===== src/rtl/rq_pkg.sv =====
// ----------------------------------------------------------------------------
// rq_pkg
// Shared types and defaults for the ready queue with removal by key.
// ----------------------------------------------------------------------------
package rq_pkg;

  localparam int QUEUE_DEPTH_DEF = 16;
  localparam int ID_BITS_DEF     = 16;

  typedef enum logic [1:0] {
    OP_ENQUEUE  = 2'd0,
    OP_DEQUEUE  = 2'd1,
    OP_CONTAINS = 2'd2,
    OP_REMOVE   = 2'd3
  } op_t;

  typedef enum logic [1:0] {
    ST_OK        = 2'd0,
    ST_EMPTY     = 2'd1,
    ST_FULL      = 2'd2,
    ST_NOT_FOUND = 2'd3
  } status_t;

  typedef struct packed {
    op_t         opcode;
    logic [15:0] process_id;
  } cmd_t;

  typedef struct packed {
    status_t     status;
    logic [15:0] result_id;
    logic [4:0]  entry_count;
    logic [15:0] head_id;
    logic        head_valid;
  } rsp_t;

endpackage


===== src/rtl/rq_ram.sv =====
// ----------------------------------------------------------------------------
// rq_ram
// Generic simple dual-port RAM, one write port and one registered read port.
// ----------------------------------------------------------------------------
module rq_ram #(
  parameter int WIDTH = 16,
  parameter int DEPTH = 16
) (
  input  logic                     clk,
  input  logic                     we,
  input  logic [$clog2(DEPTH)-1:0] waddr,
  input  logic [WIDTH-1:0]         wdata,
  input  logic [$clog2(DEPTH)-1:0] raddr,
  output logic [WIDTH-1:0]         rdata
);

  logic [WIDTH-1:0] mem [DEPTH];

  always_ff @(posedge clk) begin
    if (we) begin
      mem[waddr] <= wdata;
    end
    rdata <= mem[raddr];
  end

endmodule


===== src/rtl/rq_engine.sv =====
// ----------------------------------------------------------------------------
// rq_engine
// Sequencer for the queue: one compare unit walks the entry RAM for search,
// and the same read/write pipeline closes the gap after a removal or a dequeue.
// ----------------------------------------------------------------------------
module rq_engine import rq_pkg::*; #(
  parameter int QUEUE_DEPTH = QUEUE_DEPTH_DEF,
  parameter int ID_BITS     = ID_BITS_DEF
) (
  input  logic                           clk,
  input  logic                           rst,
  input  logic                           cmd_valid,
  output logic                           cmd_stall,
  input  cmd_t                           cmd,
  output logic                           res_valid,
  output rsp_t                           res,
  input  logic                           res_take,
  output logic                           ram_we,
  output logic [$clog2(QUEUE_DEPTH)-1:0] ram_waddr,
  output logic [ID_BITS-1:0]             ram_wdata,
  output logic [$clog2(QUEUE_DEPTH)-1:0] ram_raddr,
  input  logic [ID_BITS-1:0]             ram_rdata
);

  localparam int AW = $clog2(QUEUE_DEPTH);
  localparam int CW = $clog2(QUEUE_DEPTH + 1);

  typedef enum logic [1:0] {
    S_IDLE,
    S_SCAN,
    S_SHIFT,
    S_DONE
  } state_t;

  state_t          state;
  op_t             op;
  status_t         status;
  logic [15:0]     result_id;
  logic [ID_BITS-1:0] id;
  logic [ID_BITS-1:0] head;
  logic [CW-1:0]   len;
  logic [CW-1:0]   raddr;
  logic [AW-1:0]   didx;
  logic            rvalid;

  logic [ID_BITS-1:0] id_in;
  logic            issue;
  logic            last;
  logic            hit;

  assign id_in = ID_BITS'(cmd.process_id);
  assign issue = raddr < len;
  // data now on the read port belongs to the last valid entry
  assign last  = (CW'(didx) + CW'(1)) == len;
  assign hit   = ram_rdata == id;

  assign cmd_stall = state != S_IDLE;
  assign ram_raddr = raddr[AW-1:0];

  always_comb begin
    ram_we    = 1'b0;
    ram_waddr = len[AW-1:0];
    ram_wdata = id_in;
    if (state == S_IDLE && cmd_valid && cmd.opcode == OP_ENQUEUE &&
        len != CW'(QUEUE_DEPTH)) begin
      ram_we = 1'b1;
    end else if (state == S_SHIFT && rvalid) begin
      ram_we    = 1'b1;
      ram_waddr = didx - AW'(1);
      ram_wdata = ram_rdata;
    end
  end

  assign res_valid        = state == S_DONE;
  assign res.status       = status;
  assign res.result_id    = result_id;
  assign res.entry_count  = 5'(len);
  assign res.head_valid   = len != '0;
  assign res.head_id      = (len != '0) ? 16'(head) : 16'd0;

  always_ff @(posedge clk) begin
    if (rst) begin
      state  <= S_IDLE;
      len    <= '0;
      rvalid <= 1'b0;
    end else begin
      case (state)
        S_IDLE: begin
          rvalid <= 1'b0;
          if (cmd_valid) begin
            id        <= id_in;
            op        <= cmd.opcode;
            result_id <= 16'd0;
            status    <= ST_OK;
            case (cmd.opcode)
              OP_ENQUEUE: begin
                if (len == CW'(QUEUE_DEPTH)) begin
                  status <= ST_FULL;
                end else begin
                  len <= len + CW'(1);
                  if (len == '0) begin
                    head <= id_in;
                  end
                end
                state <= S_DONE;
              end
              OP_DEQUEUE: begin
                if (len == '0) begin
                  status <= ST_EMPTY;
                  state  <= S_DONE;
                end else begin
                  result_id <= 16'(head);
                  if (len == CW'(1)) begin
                    len   <= '0;
                    state <= S_DONE;
                  end else begin
                    raddr <= CW'(1);
                    state <= S_SHIFT;
                  end
                end
              end
              default: begin
                if (len == '0) begin
                  status <= ST_NOT_FOUND;
                  state  <= S_DONE;
                end else begin
                  raddr <= '0;
                  state <= S_SCAN;
                end
              end
            endcase
          end
        end
        S_SCAN: begin
          rvalid <= issue;
          if (issue) begin
            raddr <= raddr + CW'(1);
            didx  <= raddr[AW-1:0];
          end
          if (rvalid) begin
            if (hit) begin
              if (op == OP_CONTAINS) begin
                state <= S_DONE;
              end else if (last) begin
                len   <= len - CW'(1);
                state <= S_DONE;
              end else begin
                // read of the next entry is already in flight
                state <= S_SHIFT;
              end
            end else if (last) begin
              status <= ST_NOT_FOUND;
              state  <= S_DONE;
            end
          end
        end
        S_SHIFT: begin
          rvalid <= issue;
          if (issue) begin
            raddr <= raddr + CW'(1);
            didx  <= raddr[AW-1:0];
          end
          if (rvalid) begin
            if (didx == AW'(1)) begin
              head <= ram_rdata;
            end
            if (last) begin
              len   <= len - CW'(1);
              state <= S_DONE;
            end
          end
        end
        S_DONE: begin
          if (res_take) begin
            state <= S_IDLE;
          end
        end
        default: begin
          state <= S_IDLE;
        end
      endcase
    end
  end

  a_len_bound: assert property (@(posedge clk) disable iff (rst)
    len <= CW'(QUEUE_DEPTH))
    else $error("entry count above queue depth");

  a_shift_write_in_range: assert property (@(posedge clk) disable iff (rst)
    (state == S_SHIFT && ram_we) |-> (CW'(ram_waddr) + CW'(1)) < len)
    else $error("gap close writes beyond the valid entries");

  a_read_pipe_aligned: assert property (@(posedge clk) disable iff (rst)
    ((state == S_SCAN || state == S_SHIFT) && rvalid) |->
      raddr == (CW'(didx) + CW'(1)))
    else $error("read pipeline out of step with data index");

  a_result_held: assert property (@(posedge clk) disable iff (rst)
    (state == S_DONE && !res_take) |=> (state == S_DONE && $stable(res)))
    else $error("pending result lost before transfer");

endmodule


===== src/rtl/ready_queue_with_removal.sv =====
// ----------------------------------------------------------------------------
// ready_queue_with_removal
// Ordered queue of process identifiers with enqueue, dequeue, search and
// removal of the first matching entry.
// ----------------------------------------------------------------------------
// One command is taken at a time; cmd_stall is high from acceptance until its
// result is handed to the output register, which holds it while rsp_stall is
// high and does not block the next command. An enqueue, a dequeue that finds
// the queue empty or leaves it empty, and any operation on an empty queue go
// straight to the result. A contains query walks the entries from the head
// (position 0) and stops at the first match; one that finds nothing walks all
// of them. A removal walks every entry whether or not it finds a match, and
// a dequeue from a queue of two or more entries moves every entry after the
// head down by one. A result waits in the engine while the output register
// is full and rsp_stall is high. The search and the gap closing walk the
// entry RAM through its single read port, one entry per cycle. The entries
// need no clearing after reset, since only entries below the count are ever
// read.
module ready_queue_with_removal import rq_pkg::*; #(
  parameter int QUEUE_DEPTH = QUEUE_DEPTH_DEF,
  parameter int ID_BITS     = ID_BITS_DEF
) (
  input  logic clk,
  input  logic rst,
  input  logic cmd_valid,
  output logic cmd_stall,
  input  cmd_t cmd,
  output logic rsp_valid,
  input  logic rsp_stall,
  output rsp_t rsp
);

  localparam int AW = $clog2(QUEUE_DEPTH);

  logic               res_valid;
  rsp_t               res;
  logic               res_take;
  logic               ram_we;
  logic [AW-1:0]      ram_waddr;
  logic [ID_BITS-1:0] ram_wdata;
  logic [AW-1:0]      ram_raddr;
  logic [ID_BITS-1:0] ram_rdata;

  rq_ram #(
    .WIDTH (ID_BITS),
    .DEPTH (QUEUE_DEPTH)
  ) u_ram (
    .clk   (clk),
    .we    (ram_we),
    .waddr (ram_waddr),
    .wdata (ram_wdata),
    .raddr (ram_raddr),
    .rdata (ram_rdata)
  );

  rq_engine #(
    .QUEUE_DEPTH (QUEUE_DEPTH),
    .ID_BITS     (ID_BITS)
  ) u_engine (
    .clk       (clk),
    .rst       (rst),
    .cmd_valid (cmd_valid),
    .cmd_stall (cmd_stall),
    .cmd       (cmd),
    .res_valid (res_valid),
    .res       (res),
    .res_take  (res_take),
    .ram_we    (ram_we),
    .ram_waddr (ram_waddr),
    .ram_wdata (ram_wdata),
    .ram_raddr (ram_raddr),
    .ram_rdata (ram_rdata)
  );

  // output slot is free when empty or being transferred this cycle
  assign res_take = res_valid && (!rsp_valid || !rsp_stall);

  always_ff @(posedge clk) begin
    if (rst) begin
      rsp_valid <= 1'b0;
    end else if (res_take) begin
      rsp_valid <= 1'b1;
    end else if (!rsp_stall) begin
      rsp_valid <= 1'b0;
    end
  end

  always_ff @(posedge clk) begin
    if (res_take) begin
      rsp <= res;
    end
  end

endmodule

===== config.mk =====
export PLATFORM = sky130hd
export DESIGN_NAME = ready_queue_with_removal
export DESIGN_NICKNAME = d
export VERILOG_FILES = /design/src/rtl/rq_pkg.sv /design/src/rtl/rq_ram.sv /design/src/rtl/rq_engine.sv /design/src/rtl/ready_queue_with_removal.sv
export SDC_FILE = /design/constraint.sdc
export NUM_CORES = 1
export LEC_CHECK = 0
export ABC_AREA = 1
export BUFFER_PORTS_ARGS = -buffer_cell sky130_fd_sc_hd__buf_2
export CELL_PAD_IN_SITES_DETAIL_PLACEMENT = 0
export CELL_PAD_IN_SITES_GLOBAL_PLACEMENT = 1
export CORE_MARGIN = 10
export CORE_UTILIZATION = 40
export CTS_CLUSTER_DIAMETER = 40
export DETAILED_ROUTE_END_ITERATION = 16
export GPL_TIMING_DRIVEN = 0
export MAX_ROUTING_LAYER = met4
export PLACE_DENSITY = 0.79
export SLEW_MARGIN = 40
export SYNTH_ARGS = -nofsm -noshare
export SYNTH_HDL_FRONTEND = slang
export SYNTH_HIERARCHICAL = 1
export SYNTH_SLANG_ARGS = --single-unit

===== constraint.sdc =====
create_clock -name clk -period 3.4 [get_ports clk]
set_input_delay 0.17 -clock clk [delete_from_list [all_inputs] [get_ports clk]]
set_output_delay 0.17 -clock clk [all_outputs]
set_load 0.05 [all_outputs]

# Word level (Yosys, flattened, before mapping)
# Memory sizes are Yosys's and may differ from the RTL's. A register that Yosys moved wholly into a read port is not among the register bits.
# Index checks and enable logic that the tools add are counted.
# classes
n_addsub	5
magnitude_cmp	1
eq_ne	32
muxes	58
n_bitwise	2
reduce_logical	26
# ops
cell	n
16-bit 2-to-1 mux	8
5-bit 2-to-1 mux	14
16-bit case mux with 2 select lines	1
2-bit 2-to-1 mux	15
5-bit case mux with 2 select lines	3
2-bit != test, second input constant	9
16-bit == test	1
3-bit != test, second input constant	5
5-bit case mux with 3 select lines	1
2-bit by 1-bit != test with 1-bit output, second input constant	7
2-bit case mux with 2 select lines	3
5-bit by 1-bit adder with 5-bit output, second input constant	2
10-bit AND reduction	1
1-bit 2-to-1 mux	9
4-bit 2-to-1 mux	2
2-bit case mux with 4 select lines	1
8-bit AND reduction	1
2-bit nonzero test	4
7-bit AND reduction	1
2-bit == test, second input constant	3
3-bit AND reduction	2
6-bit AND reduction	1
4-bit by 1-bit adder with 5-bit output, second input constant	1
5-bit by 1-bit == test with 1-bit output, second input constant	1
other kinds (19)	28
# totals
ff_bits	110
ram_bits	256
input_bits	22
out_inout_bits	42
elab_cells	141
memories	1
# mem_list
memory	depth	width	read_ports	rd_ports_with_merged_regs	wr	line_no	text
u_ram.mem	16	16	1	1	1	rq_ram.sv:17	logic [WIDTH-1:0] mem [DEPTH];

# Longest topological paths before layout
# Gate-level depths: netlist (run 1).
# logic_depth
ltp_word	7
ltp_mapped	15
depth_no_buf	15

# Hierarchy
# Netlist (run 1), hierarchy kept.
# modules_own_cells
mod	n_inst	cells_per_inst	area_each_um2	seq_area_each_um2
rq_ram	1	1074	11388.4	8007.7
rq_engine	1	505	4073.9	1991.9
ready_queue_with_removal	1	45	1242.4	1221.2

# Least setup slack after synthesis (run 1)
# Ideal clock, no wire load.
# synth_path
path_type	reg2reg
from	register u_engine.state[0]
to	register u_engine.state[0]
setup_time_ns	0.070
t_arrival_ns	3.389
required_time_ns	3.330
slack_ns	-0.059
stages_incl_launch_ff	10
n_path_buf	0
period_less_slack_ns	3.459
path_cell_list	dfxtp_1 ha_1 inv_1 a21oi_1 o21ai_0 inv_1 nand2_1 inv_1 nand2_1 a21oi_1
# synth_between
elab_chain_cells	4
word_cells_on_any_way	15
classes_between	eq/ne: 7; mux: 5; reduce/logical: 3
# synth_lines
item	line_no	text
start: declaration	rq_engine.sv:35	state_t state;
start signal: assignment	rq_engine.sv:83	state <= S_IDLE;
start signal: assignment	rq_engine.sv:105	state <= S_DONE;
start signal: assignment	rq_engine.sv:110	state <= S_DONE;
2-bit == test	rq_engine.sv:74	assign res_valid = state == S_DONE;
net res_valid	ready_queue_with_removal.sv:35	logic res_valid;
1-bit logical AND	ready_queue_with_removal.sv:76	assign res_take = res_valid && (!rsp_valid || !rsp_stall);
net res_take	ready_queue_with_removal.sv:37	logic res_take;
2-bit by 1-bit != test with 1-bit output (no line)	-	
4-bit AND reduction (no line)	-	
# The timed path passes the listed nets, and every way through them passes these cells. The select of a mux whose other input is x is not followed.
# A chain may end at the register's enable or synchronous reset.

# Worst setup path in the final report (run 1)
# layout_path
from	register u_engine.len[1]
to	memory u_ram.mem[12][7] (enable)
# layout_between
word_cells_on_any_way	7
classes_between	eq/ne: 1; mux: 5; reduce/logical: 1
# layout_rtl
item	line_no	text
start: declaration	rq_engine.sv:41	logic [CW-1:0] len;
start signal: assignment	rq_engine.sv:100	len <= len + CW'(1);
start signal: assignment	rq_engine.sv:145	len <= len - CW'(1);
start signal: assignment	rq_engine.sv:168	len <= len - CW'(1);
5-bit != test	rq_engine.sv:65	len != CW'(QUEUE_DEPTH)) begin
1-bit logical AND	rq_engine.sv:64	if (state == S_IDLE && cmd_valid && cmd.opcode == OP_ENQUEUE &&
4-bit 2-to-1 mux	rq_engine.sv:64	
net ram_waddr[0]	ready_queue_with_removal.sv:39	logic [AW-1:0] ram_waddr;
end: declaration	rq_ram.sv:17	
# The timed path passes the listed nets, and every way through them passes these cells.

==> key figures, run 1 <==
Synth
  • Top-count cell post-synth: nand2_1
  • Synth Instances: 1,624
  • Synth area leaders: edfxtp_1 (64%), nand2_1 (11%), inv_1 (6.3%), nand3_1 (6.2%), dfxtp_1 (3.0%)
  • Area share of the largest cell type after synthesis: 0.642
  • Ys async rst share: 0
  • Post-synth net total: 1,662
  • Synth top cells by count: nand2_1 (477), edfxtp_1 (357), inv_1 (280)
  • Commonest register cell after synthesis: edfxtp_1
  • Distinct cells, synth: 39
  • Syn Area/Cell: 10.3 sq um
  • Area leader, netlist: edfxtp_1
  • Yosys warning count: 6
  • Post-synth EDFFs: 357
  • Mapped Area: 16,700 sq um
  • Synthesis-stage register bit count: 382
  • Register area share after synthesis: 0.672

Die
  • DIE WIDTH: 224 um
  • Top Ports: 64
  • Core area: 41,000 sq um
  • Starting Density: 0.407
  • Row cnt: 74
  • Die area: 50,300 sq um
  • Die Span Y: 224 um

Setup path
  • Data required, critical path: 3.66 ns
  • Crit path launch: u_engine/len[1]$_SDFFE_PP0P_
  • Critical R2R Launch: u_engine/len[1]$_SDFFE_PP0P_
  • Crit-path max cell delay: 0.40 ns
  • CP startpoint kind: flip-flop
  • Worst setup EP type: flip-flop
  • Critical Path Most Common Cell: inv_1
  • Worst Path Max Fanout: 15
  • Crit path max-delay cell type: buf_2
  • Arr. time, crit path: 3.49 ns
  • Critical Path, Cell by Cell: inv_1, ha_1, inv_1, nor3_4, nor3_2, nor2_4, buf_2, o21ai_1, inv_1, nand2_1, nor2_4, buf_8
  • Crit Path Category: reg -> reg

STA
  • Final worst path period share: 0.951
  • RSZ-0062 raised after global routing: yes
  • Worst Skew: 0.0125 ns
  • Tmin final: 3.23 ns
  • Final hold violation count: 0
  • Slew headroom: 0.446
  • Highest clock rate: 0.309 GHz
  • Worst-margin pin slew: 0.831 ns
  • Setup TNS: 0 ns
  • Final count of negative-setup-slack endpoints: 0
  • Max Slew Vio Count: 0

Cells and area
  • Syn-to-layout area delta: 21.6%
  • Final core utilization: 0.495
  • Share of cells above drive strength 1: 0.156
  • Nets@finish: 1,828

Detailed routing
  • Via density: 4.89
  • Routed wire length: 43,900 um
  • ANT nets after route: 0
  • DRC violations left: 0
  • WL per Instance: 18.6 um
  • Initial DRC count: 1,127
  • Via count: 11,600
  • 1st-pass router iterations: 5

Flow run
  • Max-cap viol count: 0

GRT
  • First-pass GRT wire length: 66,000 um
  • GRT Resource Usage Total: 0.177
  • Initial antenna violation count: 1
  • Total global routing overflow: 0
  • Vias in the first global route: 11,000
  • Largest net degree at the start of global routing: 22

Clock tree
  • Clock-pin transition on the worst setup and hold timing paths: 0.06 ns
  • Clock Tree Buf Depth: 3
  • Clk_lat worst skew: 0.56 ns
  • # H-tree levels: 2
  • Root Buffer: clkbuf_16
  • CTS tree: yes
  • CTS Buf Count: 47
  • Sink Count: 382

Min path
  • Worst Hold Class: in -> reg
  • Hold_sp: cmd_valid

Power and ir drop
  • Power density over cell area: 784 nW/um^2
  • Worst VDD drop: 375 uV
  • Lkg Pwr: 8.62 nW

Outcome
  • Status: finished clean

Placement
  • Routability Congestion: 0.987
  • DP HPWL: 30,600 um
  • IO buf count: 63
==> final timing paths <==
kind | end | slack (ns) | depth (start not counted)
min reg2reg | rsp[29]$_DFFE_PP_ | 0.42 | 0
max reg2reg | u_ram/mem[12][7]$_DFFE_PP_ | 0.17 | 12
min | u_engine/op[0]$_DFFE_PP_ | 0.21 | 3
max | u_ram/mem[12][7]$_DFFE_PP_ | 0.17 | 12
==> critical path, delay by kind of cell, from the launching register on <==
family	cells	cell delay, ns
compound gates	1	0.21
flops	1	0.38
simple gates	5	0.96
buf+inv	5	1.10
fa+ha+maj	1	0.25
==> routing by layer <==
layer	track usage	wire length (um)	vias to the layer above
li1	-	-	5601
met5	-	0	-
met3	0.0262	3010	75
met2	0.282	20700	413
met1	0.225	18800	5466
met4	0.0684	1410	0
==> through the flow <==
step           cells  setup WS, ns  hold WS [ns]  power [mW]  instance area [sq um]
6_report        2362         0.166         0.207        15.9                  20300
3_5_place_dp    2240       -0.0863         0.367        10.8                  18200
2_1_floorplan   1624         0.572         0.232        9.13                  16700
3_3_place_gp    2219        -0.865         0.364        10.6                  17700
4_1_cts         2353       0.00768         0.196        16.0                  20100
5_1_grt         2362       0.00142         0.216        16.8                  20300
==> state kept, by name, indices dropped and copies added, names as in the netlist, 4 cells and up <==
register and flops:
rsp 40, u_engine/didx 4, u_engine/head 16, u_engine/id 16, u_engine/len 5, u_engine/raddr 5, u_engine/result_id 16, u_ram/mem 256
u_ram/rdata 16
==> layout make-up <==
cell class                 instances  area (sq um)
inverter                         293          1100
antenna                            1          2.50
timing repair buffer             117          1010
sequential                       382         11200
tap                              532           666
clock inverter                    33           385
fill                            3557         20700
multi-input combinational        881          4260
clock buffer                      55          1250
buffer                            68           423
==> power breakdown <==
part,leakage [nW],internal [mW],switching (mW)
Clock,0.795,3.13,1.97
Sequential,3.44,5.77,0.262
Combinational,4.38,1.42,3.37
==> timing repair <==
action	in CTS	in global routing
resized for setup	0	3
setup buffers	4	8
pin swaps	4	7
setup endpoints to repair	66	196
hold buffers	21	0
hold endpoints to repair	28	0
==> cells by family after synthesis <==
family                     after synthesis  share of synthesized area
and+or+nand+nor                        779                      0.196
AOI/OAI and AO/OA                       76                     0.0242
buffers and inverters                  361                     0.0912
adders and majority gates               16                     0.0120
xor gates and xnor gates                 9                    0.00472
DFF                                    382                      0.672
muxes                                    1                   0.000599
==> cell usage in the layout, fill, tap and decap left out, types with 3 or more instances in the layout <==
| cell type | Yosys | layout |
|---|---|---|
| nor3_1 | 4 | 3 |
| bufinv_16 | 0 | 6 |
| clkinv_2 | 1 | 6 |
| nor2_4 | 1 | 18 |
| clkinv_4 | 0 | 4 |
| nand3b_1 | 3 | 3 |
| o21ai_2 | 0 | 5 |
| buf_12 | 0 | 10 |
| nand2_1 | 477 | 476 |
| xnor2_1 | 4 | 4 |
| a21oi_1 | 16 | 15 |
| dfxtp_1 | 25 | 25 |
| inv_2 | 9 | 9 |
| ha_1 | 16 | 16 |
| nor3_2 | 2 | 3 |
| buf_4 | 25 | 30 |
| o21ai_0 | 35 | 28 |
| xor2_1 | 5 | 5 |
| buf_8 | 0 | 9 |
| buf_2 | 23 | 87 |
| dlygate4sd3_1 | 0 | 21 |
| clkbuf_1 | 13 | 18 |
| clkinv_1 | 3 | 9 |
| nor2_2 | 3 | 3 |
| clkbuf_16 | 0 | 48 |
| edfxtp_1 | 357 | 357 |
| nand3_1 | 206 | 205 |
| inv_6 | 0 | 6 |
| inv_1 | 280 | 280 |
| nor2_1 | 75 | 58 |
| nand4_1 | 3 | 3 |
| o21ai_1 | 17 | 8 |
| o21ai_4 | 0 | 11 |
| buf_6 | 6 | 13 |
No activity file was read; power rests on OpenSTA's default activity.
==> run 2, diff against run 1 <==
ABC_AREA = unset   (was 1)
PLACE_DENSITY = 0.74   (was 0.79)
==> run 2 against run 1 <==
  * Register-to-register slack gained 0.04 ns
  * Setup slack gained 0.043 ns
  * Maximum frequency grew 1.3%
  * Clock skew grew 0.011 ns
  * Utilization shrank 0.085 points
  * Flip-flop and latch count is the same
  * Combinational power shrank 27%
  * Count of clock-buffer cells in the layout shrank 6
  * Final area shrank 8.5%
  * Largest cell class unchanged
==> key figures, run 2 <==
Outcome
  • Status: finished clean (unchanged)

Detailed routing
  • 1st-pass router iterations: 5 (unchanged)
  • Routed wire length: 31,300 um (was 43,900 um)
  • WL per Instance: 20.5 um (was 18.6 um)
  • ANT nets after route: 0 (unchanged)
  • DRC violations left: 0 (unchanged)
  • Via density: 5.21 (was 4.89)
  • Initial DRC count: 574 (was 1,127)
  • Via count: 7,942 (was 11,600)

Setup path
  • Reg-to-Reg End: u_ram/mem[3][3]$_DFFE_PP_ (was u_ram/mem[12][7]$_DFFE_PP_)
  • Crit Path Category: reg -> reg (unchanged)
  • Worst Path Max Fanout: 14 (was 15)
  • Crit path max-delay family: simple AND/OR/NAND/NOR gates (was buffers and inverters)
  • Arr. time, crit path: 3.43 ns (was 3.49 ns)
  • Register-to-Register Path Depth: 12 (unchanged)
  • Crit-path max cell delay: 0.46 ns (was 0.40 ns)
  • Flop-to-flop setup slack: 0.21 ns (was 0.17 ns)
  • Critical R2R Launch: u_engine/len[0]$_SDFFE_PP0P_ (was u_engine/len[1]$_SDFFE_PP0P_)
  • Critical Path, Cell by Cell: buf_6, inv_1, ha_1, nor3b_2, a211o_1, nor2b_2, buf_8, o21ai_2, or3b_4, buf_4, nor2_4, buf_16 (was inv_1, ha_1, inv_1, nor3_4, nor3_2, nor2_4, buf_2, o21ai_1, inv_1, nand2_1, nor2_4, buf_8)
  • Data required, critical path: 3.64 ns (was 3.66 ns)
  • WP buf/inv: 5 (unchanged)
  • CP startpoint kind: flip-flop (unchanged)
  • Worst setup EP type: flip-flop (unchanged)
  • Crit path max-delay cell type: or3b_4 (was buf_2)

Synth
  • Area leader, netlist: edfxtp_1 (unchanged)
  • Area share of the largest cell type after synthesis: 0.704 (was 0.642)
  • Post-synth EDFFs: 357 (unchanged)
  • Commonest register cell after synthesis: edfxtp_1 (unchanged)
  • Synth area leaders: edfxtp_1 (70%), mux4_2 (8.0%), dfxtp_1 (3.3%), mux2_2 (2.4%), mux4_1 (1.7%) (was edfxtp_1 (64%), nand2_1 (11%), inv_1 (6.3%), nand3_1 (6.2%), dfxtp_1 (3.0%))
  • Top-count cell post-synth: edfxtp_1 (was nand2_1)
  • Register area share after synthesis: 0.737 (was 0.672)
  • Synth Instances: 812 (was 1,624)
  • Post-synth net total: 850 (was 1,662)
  • Distinct cells, synth: 58 (was 39)
  • Mapped Area: 15,200 sq um (was 16,700 sq um)
  • Ys async rst share: 0 (unchanged)
  • Syn Area/Cell: 18.8 sq um (was 10.3 sq um)
  • Synth top cells by count: edfxtp_1 (357), mux4_2 (54), mux2_2 (33) (was nand2_1 (477), edfxtp_1 (357), inv_1 (280))
  • Yosys warning count: 6 (unchanged)
  • Synthesis-stage register bit count: 382 (unchanged)

STA
  • Final worst path period share: 0.938 (was 0.951)
  • Final count of negative-setup-slack endpoints: 0 (unchanged)
  • Worst Skew: 0.0237 ns (was 0.0125 ns)
  • Slew headroom: 0.428 (was 0.446)
  • Highest clock rate: 0.313 GHz (was 0.309 GHz)
  • Tmin final: 3.19 ns (was 3.23 ns)
  • Final hold violation count: 0 (unchanged)
  • RSZ-0062 raised after global routing: no (was yes)
  • Setup TNS: 0 ns (unchanged)
  • Worst-margin pin slew: 0.850 ns (was 0.831 ns)
  • Final hold slack: 0.0339 ns (was 0.207 ns)
  • Max Slew Vio Count: 0 (unchanged)

Clock tree
  • CTS tree: yes (unchanged)
  • Sink Count: 382 (unchanged)
  • # H-tree levels: 2 (unchanged)
  • Clock-pin transition on the worst setup and hold timing paths: 0.05 ns (was 0.06 ns)
  • Clock Tree Buf Depth: 3 (unchanged)
  • Clk_lat worst skew: 0.55 ns (was 0.56 ns)
  • Root Buffer: clkbuf_16 (unchanged)
  • CTS Buf Count: 43 (was 47)

Placement
  • Placed cell areas: 16,600 sq um (was 18,200 sq um)
  • Routability Congestion: 0.827 (was 0.987)
  • IO buf count: 63 (unchanged)
  • DP HPWL: 21,100 um (was 30,600 um)
  • Dpl cells: 1,403 (was 2,240)

Flow run
  • Max-cap viol count: 0 (unchanged)

Power and ir drop
  • Combinational cell fraction of total power: 0.252 (was 0.301)
  • Clk pwr share: 0.322 (was 0.321)
  • Sw Share: 0.299 (was 0.352)
  • Power Internal: 9.73 mW (was 10.3 mW)
  • Lkg Pwr: 6.28 nW (was 8.62 nW)
  • Worst VDD drop: 366 uV (was 375 uV)
  • Total Power: 13.9 mW (was 15.9 mW)
  • Register share of total power: 0.427 (was 0.379)
  • Power density over cell area: 747 nW/um^2 (was 784 nW/um^2)
  • Net Switching: 4.15 mW (was 5.60 mW)

GRT
  • Initial antenna violation count: 0 (was 1)
  • GRT Resource Usage Total: 0.140 (was 0.177)
  • Largest net degree at the start of global routing: 21 (was 22)
  • Vias in the first global route: 8,246 (was 11,000)
  • Total global routing overflow: 0 (unchanged)
  • First-pass GRT wire length: 49,300 um (was 66,000 um)

Min path
  • Hold path endpoint: rsp[18]$_DFFE_PP_ (was u_engine/op[0]$_DFFE_PP_)
  • WHS Path Cells: 2 (was 3)
  • Worst Hold Class: in -> reg (unchanged)
  • Hold_sp: rsp_stall (was cmd_valid)

Cells and area
  • Commonest non-fill, non-tap cell in the layout: edfxtp_1 (was nand2_1)
  • Final std cell area, no fill: 18,600 sq um (was 20,300 sq um)
  • Commonest non-fill, non-tap cells in the layout: edfxtp_1 (357), buf_2 (69), mux4_2 (54) (was nand2_1 (476), edfxtp_1 (357), inv_1 (280))
  • Largest Register: u_ram/mem (unchanged)
  • Final cell count without fillers: 1,524 (was 2,362)
  • Syn-to-layout area delta: 22.0% (was 21.6%)
  • Largest regs: u_ram/mem: 256 flops, rsp: 40 flops (unchanged)
  • Ant diodes: 0 (was 1)
  • Share of cells above drive strength 1: 0.320 (was 0.156)
  • Largest register FFs: 256 (unchanged)
  • Nets@finish: 1,020 (was 1,828)

Die
  • Starting Density: 0.405 (was 0.407)
  • Top Ports: 64 (unchanged)
  • Die area: 46,300 sq um (was 50,300 sq um)
  • Row cnt: 71 (was 74)
  • Core area: 37,600 sq um (was 41,000 sq um)
  • Die Span Y: 215 um (was 224 um)
  • DIE WIDTH: 215 um (was 224 um)
==> run 2: metal layers <==
metal	wire length [um]	part of all wire	global-route usage
met5	0	0	-
met4	667	0.021	0.0394
met2	15300	0.49	0.225
met3	2010	0.064	0.0302
met1	13400	0.43	0.176
==> run 2: final cells by class <==
type,instances,area (sq um)
fillers,3001,19000
flip-flops and latches,382,11200
multi-input cells,371,3950
clock buffers,49,1120
repair buffers,126,1070
well taps,511,639
clock inverters,27,268
plain buffers,44,254
inverters,14,53.8
==> run 2: per-stage QoR <==
| stage | utilization | setup WS, ns |
|---|---|---|
| 6_report | 0.494 | 0.209 |
| 5_1_grt | 0.494 | 0.000690 |
| 4_1_cts | 0.493 | 0.00259 |
| 3_5_place_dp | 0.443 | -0.956 |
| 3_3_place_gp | 0.432 | -1.77 |
| 2_1_floorplan | - | -0.266 |
==> run 2: cells by family after synthesis <==
group	synth area share
buffers and inverters	0.0194
adders and majority gates	0.0131
AOI/OAI and AO/OA	0.0443
xor gates and xnor gates	0.0150
DFF	0.737
muxes	0.124
and+or+nand+nor	0.0478
==> run 2: worst max-delay path by stage <==
stage / start / endpoint / cells past startpoint
6_report: u_engine/len[0]$_SDFFE_PP0P_ / u_ram/mem[3][3]$_DFFE_PP_ / 12
5_1_grt: u_engine/len[0]$_SDFFE_PP0P_ / u_ram/mem[7][0]$_DFFE_PP_ / 12
2_1_floorplan: u_engine/len[0]$_SDFFE_PP0P_ / u_ram/mem[7][0]$_DFFE_PP_ / 12
3_5_place_dp: u_engine/len[1]$_SDFFE_PP0P_ / u_ram/mem[2][8]$_DFFE_PP_ / 11
3_3_place_gp: u_engine/len[1]$_SDFFE_PP0P_ / u_ram/mem[1][7]$_DFFE_PP_ / 11
4_1_cts: u_engine/len[0]$_SDFFE_PP0P_ / u_ram/mem[0][8]$_DFFE_PP_ / 14
==> run 2: timing repair <==
action	CTS	global route
endpoints found under the hold margin	36	0
buffers inserted	21	5
gates resized for setup	16	6
endpoints found under the setup margin	256	226
hold buffers	20	0
pin swaps	14	4
==> run 2: power by group through the flow <==
stage | Combinational (mW) | Sequential (mW) | Clock [mW]
CTS | 3.48 | 5.92 | 4.58
global route | 3.80 | 5.97 | 4.78
floorplan | 2.21 | 6.10 | 0
finish | 3.49 | 5.92 | 4.47
global placement | 3.19 | 6.02 | 0
detailed placement | 3.36 | 6.02 | 0
==> run 3, diff against run 2 <==
--- a/config.mk
+++ b/config.mk
@@ -6,4 +6,5 @@
 export NUM_CORES = 1
 export LEC_CHECK = 0
+export ABC_CLOCK_PERIOD_IN_PS = 3400
 export BUFFER_PORTS_ARGS = -buffer_cell sky130_fd_sc_hd__buf_2
 export CELL_PAD_IN_SITES_DETAIL_PLACEMENT = 0
==> constraint.sdc (replaced) <==
create_clock -name clk -period 3.4 [get_ports clk]
set_input_delay 0.68 -clock clk [delete_from_list [all_inputs] [get_ports clk]]
set_output_delay 0.68 -clock clk [all_outputs]
set_load 0.05 [all_outputs]
==> run 3 against run 2 <==
  * Sequential power is essentially flat
  * Via count decreased by 1.2%
  * Count of clock-buffer cells in the layout up 2
  * Final cell count shrank 1.8%
  * Largest cell class unchanged
  * Wire length hardly changed
  * Clock power up 4%
  * Worst hold slack gained 0.31 ns
  * Setup slack better by 0.0035 ns
  * Critical path depth shrank 1
  * Die area stayed put
  * First-iteration DRC count up 30%
==> key figures, run 3 (synthesized netlist as in run 2, its figures left out) <==
Outcome
  • Status: finished clean (unchanged)

Cells and area
  • Nets@finish: 988 (was 1,020)
  • Largest regs: u_ram/mem: 256 flops, rsp: 40 flops (unchanged)
  • Fill cells: 3,041 (was 3,001)
  • Largest register FFs: 256 (unchanged)
  • Final std cell area, no fill: 18,300 sq um (was 18,600 sq um)
  • Commonest non-fill, non-tap cell in the layout: edfxtp_1 (unchanged)
  • Largest Register: u_ram/mem (unchanged)
  • Syn-to-layout area delta: 20.4% (was 22.0%)
  • Ant diodes: 0 (unchanged)
  • Share of cells above drive strength 1: 0.315 (was 0.320)
  • Commonest non-fill, non-tap cells in the layout: edfxtp_1 (357), buf_2 (68), mux4_2 (54) (was edfxtp_1 (357), buf_2 (69), mux4_2 (54))

GRT
  • Vias in the first global route: 8,061 (was 8,246)
  • GRT Resource Usage Total: 0.140 (about the same)
  • Largest net degree at the start of global routing: 20 (was 21)
  • Initial antenna violation count: 0 (unchanged)
  • Total global routing overflow: 0 (unchanged)
  • First-pass GRT wire length: 48,900 um (was 49,300 um)

Detailed routing
  • ANT nets after route: 0 (unchanged)
  • DRC violations left: 0 (unchanged)
  • Via density: 5.25 (was 5.21)
  • Via count: 7,848 (was 7,942)
  • Routed wire length: 31,300 um (about the same)
  • WL per Instance: 20.9 um (was 20.5 um)
  • 1st-pass router iterations: 4 (was 5)
  • Initial DRC count: 744 (was 574)

Placement
  • Routability Congestion: 0.817 (was 0.827)
  • DP HPWL: 21,000 um (was 21,100 um)
  • Placed cell areas: 16,600 sq um (about the same)
  • IO buf count: 63 (unchanged)
  • Pre-CTS setup slack: -0.931 ns (was -0.956 ns)

STA
  • Final count of negative-setup-slack endpoints: 0 (unchanged)
  • Final worst path period share: 0.937 (was 0.938)
  • Tmin final: 3.19 ns (about the same)
  • Setup TNS: 0 ns (unchanged)
  • Worst Skew: 0.0264 ns (was 0.0237 ns)
  • Worst-margin pin slew: 0.847 ns (was 0.850 ns)
  • Max Slew Vio Count: 0 (unchanged)
  • RSZ-0062 raised after global routing: no (unchanged)
  • Slew headroom: 0.435 (was 0.428)
  • Final hold violation count: 0 (unchanged)
  • Highest clock rate: 0.314 GHz (was 0.313 GHz)
  • Setup ws final: 0.213 ns (was 0.209 ns)
  • Final hold slack: 0.344 ns (was 0.0339 ns)

Setup path
  • Arr. time, crit path: 3.45 ns (was 3.43 ns)
  • Worst setup EP type: flip-flop (unchanged)
  • Worst Path Max Fanout: 10 (was 14)
  • Data required, critical path: 3.66 ns (was 3.64 ns)
  • Crit Path Category: reg -> reg (unchanged)
  • CP startpoint kind: flip-flop (unchanged)

Flow run
  • Max-cap viol count: 0 (unchanged)

Die
  • Row cnt: 71 (unchanged)
  • Die area: 46,300 sq um (unchanged)
  • Die Span Y: 215 um (unchanged)
  • Starting Density: 0.405 (unchanged)
  • Top Ports: 64 (unchanged)
  • Core area: 37,600 sq um (unchanged)
  • DIE WIDTH: 215 um (unchanged)

Clock tree
  • CTS tree: yes (unchanged)
  • CTS Buf Count: 44 (was 43)
  • Hold buffers post-CTS: 0 (was 20)
  • Sink Count: 382 (unchanged)
  • Clk_lat worst skew: 0.56 ns (was 0.55 ns)
  • Root Buffer: clkbuf_16 (unchanged)
  • Clock Tree Buf Depth: 3 (unchanged)
  • Clock-pin transition on the worst setup and hold timing paths: 0.06 ns (was 0.05 ns)
  • # H-tree levels: 2 (unchanged)

Power and ir drop
  • Lkg Pwr: 6.15 nW (was 6.28 nW)
  • Power density over cell area: 763 nW/um^2 (was 747 nW/um^2)
  • Worst VDD drop: 344 uV (was 366 uV)

Min path
  • Worst Hold Class: in -> reg (unchanged)
run 3: through the flow:
step                      cells  utilization  total power [mW]
after detailed placement   1402        0.442              9.37
after global placement     1386        0.433              9.22
after global routing       1496        0.488              14.6
final                      1496        0.488              14.0
after CTS                  1496        0.487              14.1
after floorplan             812            -              8.33
run 3: what timing repair did:
item	CTS	global route
setup buffers	13	1
pin swaps	12	2
gates resized for setup	13	3
endpoints found under the setup margin	256	161
run 3: final timing paths:
check	startpoint	slack [ns]	end	cells after the start
setup reg to reg	u_engine/len[0]$_SDFFE_PP0P_	0.21	u_ram/mem[0][9]$_DFFE_PP_	11
setup / recovery	u_engine/len[0]$_SDFFE_PP0P_	0.21	u_ram/mem[0][9]$_DFFE_PP_	11
hold reg to reg	u_engine/status[1]$_SDFFCE_PP1P_	0.42	rsp[39]$_DFFE_PP_	0
hold / removal	cmd[3]	0.34	u_engine/id[3]$_DFFE_PP_	1
run 3: layout make-up:
type,instances,area (sq um),area share
inverters,14,53.8,0.00294
plain buffers,44,249,0.0136
well taps,511,639,0.0349
clock inverters,30,327,0.0178
multi-input cells,371,3940,0.215
flip-flops and latches,382,11200,0.612
repair buffers,93,757,0.0413
clock buffers,51,1140,0.0620
run 3: power breakdown:
| group | internal (mW) | total (mW) | leakage, nW | switching, mW |
|---|---|---|---|---|
| Clock | 2.76 | 4.66 | 0.715 | 1.90 |
| Combinational | 1.34 | 3.39 | 1.98 | 2.04 |
| Sequential | 5.69 | 5.93 | 3.45 | 0.238 |
run 3: per-layer routing:
layer  GRT usage  share of wire  up-vias
met5           -              0        -
met4      0.0479          0.025        0
met3      0.0272          0.054       56
met2       0.224           0.49      219
met1       0.175           0.43     4015
li1            -              -     3558
run 3: critical path, stage by stage, from the launching register on:
cell	delay, ns
dfxtp_2	0.34
buf_4	0.17
inv_1	0.08
ha_1	0.19
nor3b_2	0.27
a211o_1	0.18
nor2b_4	0.27
clkbuf_8	0.25
o21ai_1	0.14
or3b_4	0.49
nor3_4	0.29
buf_8	0.20
